[config.mk]
export PLATFORM = sky130hd
export DESIGN_NAME = ordered_list_deque_remove
export DESIGN_NICKNAME = d
export VERILOG_FILES = /design/src/oldq_pkg.sv /design/src/oldq_cell.sv /design/src/ordered_list_deque_remove.sv
export SDC_FILE = /design/constraint.sdc
export NUM_CORES = 2
export LEC_CHECK = 0
export BUFFER_PORTS_ARGS = -buffer_cell sky130_fd_sc_hd__buf_4
export CAP_MARGIN = 30
export CORE_ASPECT_RATIO = 1.75
export CORE_MARGIN = 5
export CORE_UTILIZATION = 55
export DETAILED_ROUTE_END_ITERATION = 12
export GPL_TIMING_DRIVEN = 0
export PLACE_DENSITY = 0.71
export SETUP_SLACK_MARGIN = 0.1
export SLEW_MARGIN = 20
export SYNTH_ARGS = -nofsm -noshare
export SYNTH_HDL_FRONTEND = slang
export SYNTH_SLANG_ARGS = --single-unit
[constraint.sdc]
create_clock -name clk_i -period 10.55 [get_ports clk_i]
set_clock_uncertainty 0.1 [all_clocks]
set_input_delay 0 -clock clk_i [delete_from_list [all_inputs] [get_ports clk_i]]
set_output_delay 0 -clock clk_i [all_outputs]
set_load 0.02 [all_outputs]
[src/oldq_pkg.sv]
package oldq_pkg;

  // Fixed field widths of the request and result beats
  localparam int ActionW = 2;
  localparam int ItemW   = 32;
  localparam int StatusW = 2;

  typedef enum logic [ActionW-1:0] {
    ACT_FRONT  = 2'd0,
    ACT_BACK   = 2'd1,
    ACT_REMOVE = 2'd2,
    ACT_CLEAR  = 2'd3
  } action_e;

  typedef enum logic [StatusW-1:0] {
    ST_OK      = 2'd0,
    ST_FULL    = 2'd1,
    ST_MISSING = 2'd2
  } status_e;

  // Per-cell control: request decode shared by all cells, plus position flags
  typedef struct packed {
    logic do_front;   // accepted front insert, list not full
    logic do_back;    // accepted back insert, list not full
    logic do_remove;  // accepted remove
    logic occupied;   // this cell lies below the entry count
    logic tail;       // this cell is the first free slot
  } cell_ctrl_t;

endpackage

[src/oldq_cell.sv]
module oldq_cell
  import oldq_pkg::*;
#(
  parameter int DATA_WIDTH = 32
) (
  input  logic                  clk_i,
  input  cell_ctrl_t            ctrl_i,
  input  logic [DATA_WIDTH-1:0] value_i,   // request value
  input  logic [DATA_WIDTH-1:0] left_i,    // entry of the cell toward the front
  input  logic [DATA_WIDTH-1:0] right_i,   // entry of the cell toward the back
  input  logic                  found_i,   // a match sits in front of this cell
  output logic                  found_o,   // a match sits here or in front
  output logic [DATA_WIDTH-1:0] entry_o
);

  logic [DATA_WIDTH-1:0] entry_q, entry_d;
  logic                  hit;

  // Match only on a held entry; pass the first-match mark down the row
  assign hit     = ctrl_i.occupied && (entry_q == value_i);
  assign found_o = found_i | hit;

  // Shift back on front insert, load at tail on back insert, pull forward past a match
  always_comb begin
    entry_d = entry_q;
    if (ctrl_i.do_front) begin
      entry_d = left_i;
    end else if (ctrl_i.do_back && ctrl_i.tail) begin
      entry_d = value_i;
    end else if (ctrl_i.do_remove && found_o) begin
      entry_d = right_i;
    end
  end

  always_ff @(posedge clk_i) begin
    entry_q <= entry_d;
  end

  assign entry_o = entry_q;

endmodule

[src/ordered_list_deque_remove.sv]
// Bounded ordered list of up to CAPACITY values, held in a row of cells from
// front (cell 0) to back. A request beat inserts at the front, inserts at the
// back, removes the first entry equal to the given value (later entries move
// one place forward), or clears the list; each request gives one result beat
// with a status (ok, full with the insert dropped, or not found) and the entry
// count afterwards. Every cell compares and shifts in the same cycle, so one
// request is taken per cycle while the result register is free or being
// drained. The first-match mark ripples through the row of cells, which sets
// the clock period for large CAPACITY.
module ordered_list_deque_remove
  import oldq_pkg::*;
#(
  parameter int CAPACITY   = 16,
  parameter int DATA_WIDTH = 32,
  localparam int CntW      = $clog2(CAPACITY + 1),
  localparam int InPackW   = ActionW + ItemW,
  localparam int InTdataW  = ((InPackW + 7) / 8) * 8,
  localparam int OutPackW  = StatusW + CntW,
  localparam int OutTdataW = ((OutPackW + 7) / 8) * 8
) (
  input  logic                 clk_i,
  input  logic                 rst_ni,
  input  logic                 s_axis_tvalid_i,
  output logic                 s_axis_tready_o,
  input  logic [InTdataW-1:0]  s_axis_tdata_i,   // action, item_value
  output logic                 m_axis_tvalid_o,
  input  logic                 m_axis_tready_i,
  output logic [OutTdataW-1:0] m_axis_tdata_o    // status, entry_count
);

  logic                  accept;
  action_e               action;
  logic [ItemW-1:0]      item_value;
  logic [DATA_WIDTH-1:0] value;
  logic                  full;
  logic                  found_any;

  logic [CntW-1:0]       count_q, count_d;
  logic                  out_valid_q, out_valid_d;
  status_e               status_q, status_d;
  logic [CntW-1:0]       res_count_q, res_count_d;

  logic [DATA_WIDTH-1:0] entries [CAPACITY];
  logic [CAPACITY:0]     found_chain;

  // Unpack request beat
  assign action     = action_e'(s_axis_tdata_i[ActionW-1:0]);
  assign item_value = s_axis_tdata_i[ActionW +: ItemW];

  generate
    if (DATA_WIDTH >= ItemW) begin : g_value_wide
      assign value = DATA_WIDTH'(item_value);
    end else begin : g_value_narrow
      assign value = item_value[DATA_WIDTH-1:0];
    end
  endgenerate

  // Take a new beat when the result slot is empty or draining
  assign s_axis_tready_o = !out_valid_q || m_axis_tready_i;
  assign accept          = s_axis_tvalid_i && s_axis_tready_o;
  assign full            = (count_q == CntW'(CAPACITY));

  // Row of cells
  assign found_chain[0] = 1'b0;

  for (genvar i = 0; i < CAPACITY; i++) begin : g_cell
    cell_ctrl_t            ctrl;
    logic [DATA_WIDTH-1:0] left;
    logic [DATA_WIDTH-1:0] right;

    assign ctrl.do_front  = accept && (action == ACT_FRONT) && !full;
    assign ctrl.do_back   = accept && (action == ACT_BACK) && !full;
    assign ctrl.do_remove = accept && (action == ACT_REMOVE);
    assign ctrl.occupied  = (CntW'(i) < count_q);
    assign ctrl.tail      = (CntW'(i) == count_q);

    if (i == 0) begin : g_head
      assign left = value;
    end else begin : g_body
      assign left = entries[i-1];
    end

    if (i == CAPACITY - 1) begin : g_last
      assign right = entries[i];
    end else begin : g_inner
      assign right = entries[i+1];
    end

    oldq_cell #(
      .DATA_WIDTH(DATA_WIDTH)
    ) u_cell (
      .clk_i  (clk_i),
      .ctrl_i (ctrl),
      .value_i(value),
      .left_i (left),
      .right_i(right),
      .found_i(found_chain[i]),
      .found_o(found_chain[i+1]),
      .entry_o(entries[i])
    );
  end

  assign found_any = found_chain[CAPACITY];

  // Update count and result slot
  always_comb begin
    count_d     = count_q;
    status_d    = status_q;
    res_count_d = res_count_q;
    out_valid_d = out_valid_q && !m_axis_tready_i;
    if (accept) begin
      status_d = ST_OK;
      case (action)
        ACT_FRONT, ACT_BACK: begin
          if (full) begin
            status_d = ST_FULL;
          end else begin
            count_d = count_q + CntW'(1);
          end
        end
        ACT_REMOVE: begin
          if (found_any) begin
            count_d = count_q - CntW'(1);
          end else begin
            status_d = ST_MISSING;
          end
        end
        default: begin
          count_d = '0;
        end
      endcase
      res_count_d = count_d;
      out_valid_d = 1'b1;
    end
  end

  always_ff @(posedge clk_i or negedge rst_ni) begin
    if (!rst_ni) begin
      count_q     <= '0;
      out_valid_q <= 1'b0;
    end else begin
      count_q     <= count_d;
      out_valid_q <= out_valid_d;
    end
  end

  // Result payload: no reset
  always_ff @(posedge clk_i) begin
    status_q    <= status_d;
    res_count_q <= res_count_d;
  end

  assign m_axis_tvalid_o = out_valid_q;
  assign m_axis_tdata_o  = OutTdataW'({res_count_q, status_q});

endmodule

==> key figures <==
Timing
  • Final period util: between 50% and 60%
  • RSZ-0062 raised after global routing: no
  • Count of pins over their slew limit: 0
  • Maximum achievable frequency: 0.180 GHz
  • Slew HR: between 10% and 20%
  • Worst Max-Slew Pin Slew: between 1 and 1.5 ns
  • Endpoints failing setup: 0
  • Hold Vio Cnt, Final: 0
  • Post-Route Setup TNS: 0 ns
  • Min cycle time layout: 5.54 ns
  • Worst hold margin: approximately 0.046 ns

Floorplan
  • Die height: between 300 and 400 um
  • Die Footprint: ~66000 sq um
  • Ports: 54
  • # rows: between 100 and 150
  • Core region area: 61000 sq um
  • Die width: ~200 um
  • Initial Utilization: between 50% and 60%

Yosys
  • Syn Area/Cell: roughly 11 sq um
  • Post-Syn Area: between 30000 and 40000 sq um
  • Syn Inst Count: ~3100
  • Post-synth top area cell: edfxtp_1
  • Post-synth top cells: edfxtp_1 (519), nand2_1 (483), mux2i_1 (449)
  • Distinct cells, synth: 59
  • Synth Flop Type: edfxtp_1
  • Top-count cell post-synth: edfxtp_1
  • Synth Warn #: 0
  • Share of flip-flops with an asynchronous set or reset: under 10%
  • Ranking of synthesized cells by area: edfxtp_1 (46%), mux2i_1 (13%), xor2_1 (11%)
  • Post-synthesis sequential area ratio: 46.8%
  • Post-synth EDFFs: around 520
  • Synth top area share: a little under half
  • Post-Syn Nets: roughly 3200
  • Synth Register Bits: approximately 530

Global routing
  • Largest net degree at the start of global routing: 33
  • Initial antenna violation count: 7
  • GRT Residual Overflow: 0
  • Vias in the first global route: ~28000
  • Aggregate global-route resource usage: 47.4%
  • First-pass GRT wire length: 218000 um

Worst setup path
  • Endpoint type of the worst setup path: flip-flop
  • CP Class: flip-flop to flip-flop
  • Worst R2R Setup Slack: between 5 and 6 ns
  • Cell repeated most along the worst path: buf_2
  • Largest delay share family, worst path: buffers and inverters
  • CP max FO: 32
  • CP arrival: 5.71 ns
  • Crit-path cells: buf_1 -> inv_1 -> ha_1 -> and3_1 -> buf_2 -> nor4_4 -> buf_4 -> buf_2 -> buf_2 -> buf_2 -> nor2_1 -> nand2_2
  • CP peak stage delay: ~0.63 ns
  • Critical Path Source Type: flip-flop
  • Critical Path RT: around 11 ns
  • Critical path buffers and inverters: 7
  • Worst path slowest cell: nand2_2

CTS
  • Post-CTS Resized: 0
  • CTS buffer count: 51
  • Hold buffers post-CTS: 7
  • CTS tree: built
  • Setup Buffers After CTS: 0
  • Clock transition at path regs: 0.07 ns
  • Longest Clk Path Bufs: 3
  • Root Buffer: clkbuf_16
  • TritonCTS Sinks: about 530
  • Clock Latency Late Sink: approximately 0.66 ns
  • H-tree depth: 2

Route
  • WL per Instance: 39.5 um
  • Final ANT Viol Nets: 0
  • DR iter-0 viols: just over 4000
  • Drt drc: 0
  • DR vias/cell: approximately 6.8
  • TritonRoute pass-1 iters: 6
  • Via count: roughly 28000
  • Final WL: between 150000 and 200000 um

Placed design
  • Placed Cells: approximately 4000
  • RePlAce Congestion: approximately 1.1
  • DP HPWL: ~120000 um
  • Number of port buffers: 16

Power and ir drop
  • Power Density: approximately 140 nW/um^2
  • Max IR drop VDD: 138 uV
  • LEAKAGE: approximately 12 nW

Final layout
  • Share of cells above drive strength 1: between 10 and 15%
  • Area delta synth->final: 9.90%
  • Final cell count without fillers: 4070
  • Util after Layout: 60.6%
  • NumNets Final: about 3300
  • FILL cells: 5257

Hold path
  • Hold WC Path Type: primary input to flip-flop

Job
  • Max_cap viols: 0

Run status
  • Status: finished, final reports clean
state kept, by name (all words and copies together) (netlist names):
register / flops
res_count_q: 5
m_axis_tvalid_o: 1
count_q: 5
status_q: 2
g_cell.u_cell.entry_o: 512
report_power, final:
group	total, W	switching [W]	internal, W
Clock	0.00195	0.000890	0.00106
Combinational	0.000848	0.000596	0.000252
Sequential	0.00251	0.000109	0.00240
per-layer routing:
metal | wire length, um | track usage (%) | up-vias
met4 | 23100 | 50.2 | 6
li1 | - | - | 11387
met2 | 71000 | 73.2 | 2234
met5 | 46 | 0 | -
met3 | 16100 | 13.0 | 906
met1 | 50500 | 50.0 | 13343
logic make-up after synthesis:
group / share of synthesized area (%)
compound gates: 7.91
simple gates: 10.7
xor+xnor: 13.4
buf+inv: 5.60
mux: 15.4
other cells: 0.0112
fa+ha+maj: 0.186
flops: 46.8
area by class of cell:
| class | count | area [sq um] | share of cell area, % |
|---|---|---|---|
| sequential | 525 | 15700 | 42.6 |
| timing repair buffer | 49 | 588 | 1.59 |
| inverter | 9 | 33.8 | 0.0915 |
| multi-input combinational | 2297 | 16100 | 43.5 |
| tap | 793 | 992 | 2.69 |
| clock buffer | 64 | 1370 | 3.70 |
| antenna | 4 | 10.0 | 0.0271 |
| buffer | 300 | 1850 | 5.02 |
| clock inverter | 29 | 285 | 0.772 |
path summary, 6_finish.rpt:
kind / end / startpoint / depth (start not counted)
setup reg to reg: g_cell[1].u_cell.entry_o[14] / count_q[0] / 12
max in group asynchronous: count_q[2] / rst_ni / 3
setup / recovery: g_cell[1].u_cell.entry_o[14] / count_q[0] / 12
min in group asynchronous: count_q[4] / rst_ni / 3
hold reg to reg: g_cell[1].u_cell.entry_o[27] / g_cell[0].u_cell.entry_o[27] / 2
hold / removal: count_q[1] / m_axis_tready_i / 5
tightest hold or removal path: cells and delay by family:
| kind | cells | cell delay (ns) |
|---|---|---|
| simple gates | 2 | 0.21 |
| compound gates | 1 | 0.22 |
| buf+inv | 2 | 0.33 |
layout by cell type, fill, tap and decap left out, types with 5 or more instances in the layout:
cell type | Yosys | layout
inv_1 | 9 | 9
bufinv_16 | 0 | 6
o21ai_0 | 447 | 443
xnor2_1 | 76 | 76
nor2_1 | 30 | 29
edfxtp_1 | 519 | 519
buf_2 | 100 | 100
nand4_1 | 37 | 37
a21oi_1 | 15 | 15
buf_6 | 57 | 71
clkbuf_1 | 97 | 104
nor4_2 | 9 | 9
mux2i_1 | 449 | 449
o21ai_1 | 22 | 22
and2_1 | 9 | 9
clkbuf_16 | 0 | 53
nand2_1 | 483 | 478
mux2_2 | 61 | 61
clkinv_2 | 0 | 11
buf_12 | 1 | 7
nor4_1 | 101 | 101
ha_1 | 5 | 5
dfrtp_1 | 6 | 6
buf_4 | 38 | 55
clkinv_1 | 0 | 11
dlygate4sd3_1 | 0 | 7
nand2_2 | 0 | 5
or3_1 | 7 | 6
nor3_1 | 26 | 26
buf_1 | 6 | 6
xor2_1 | 437 | 437
o22ai_1 | 5 | 5
a211o_2 | 0 | 5
nand3_1 | 23 | 23
stage by stage:
step | setup WS, ns | total power, W | area (sq um)
floorplan | 5.72 | 0.00297 | 33600
global placement | 3.17 | 0.00331 | 34700
detailed placement | 5.25 | 0.00334 | 35200
CTS | 5.20 | 0.00523 | 36900
global route | 5.03 | 0.00538 | 36900
finish | 5.01 | 0.00531 | 36900
(Power assumes the default switching activity.)
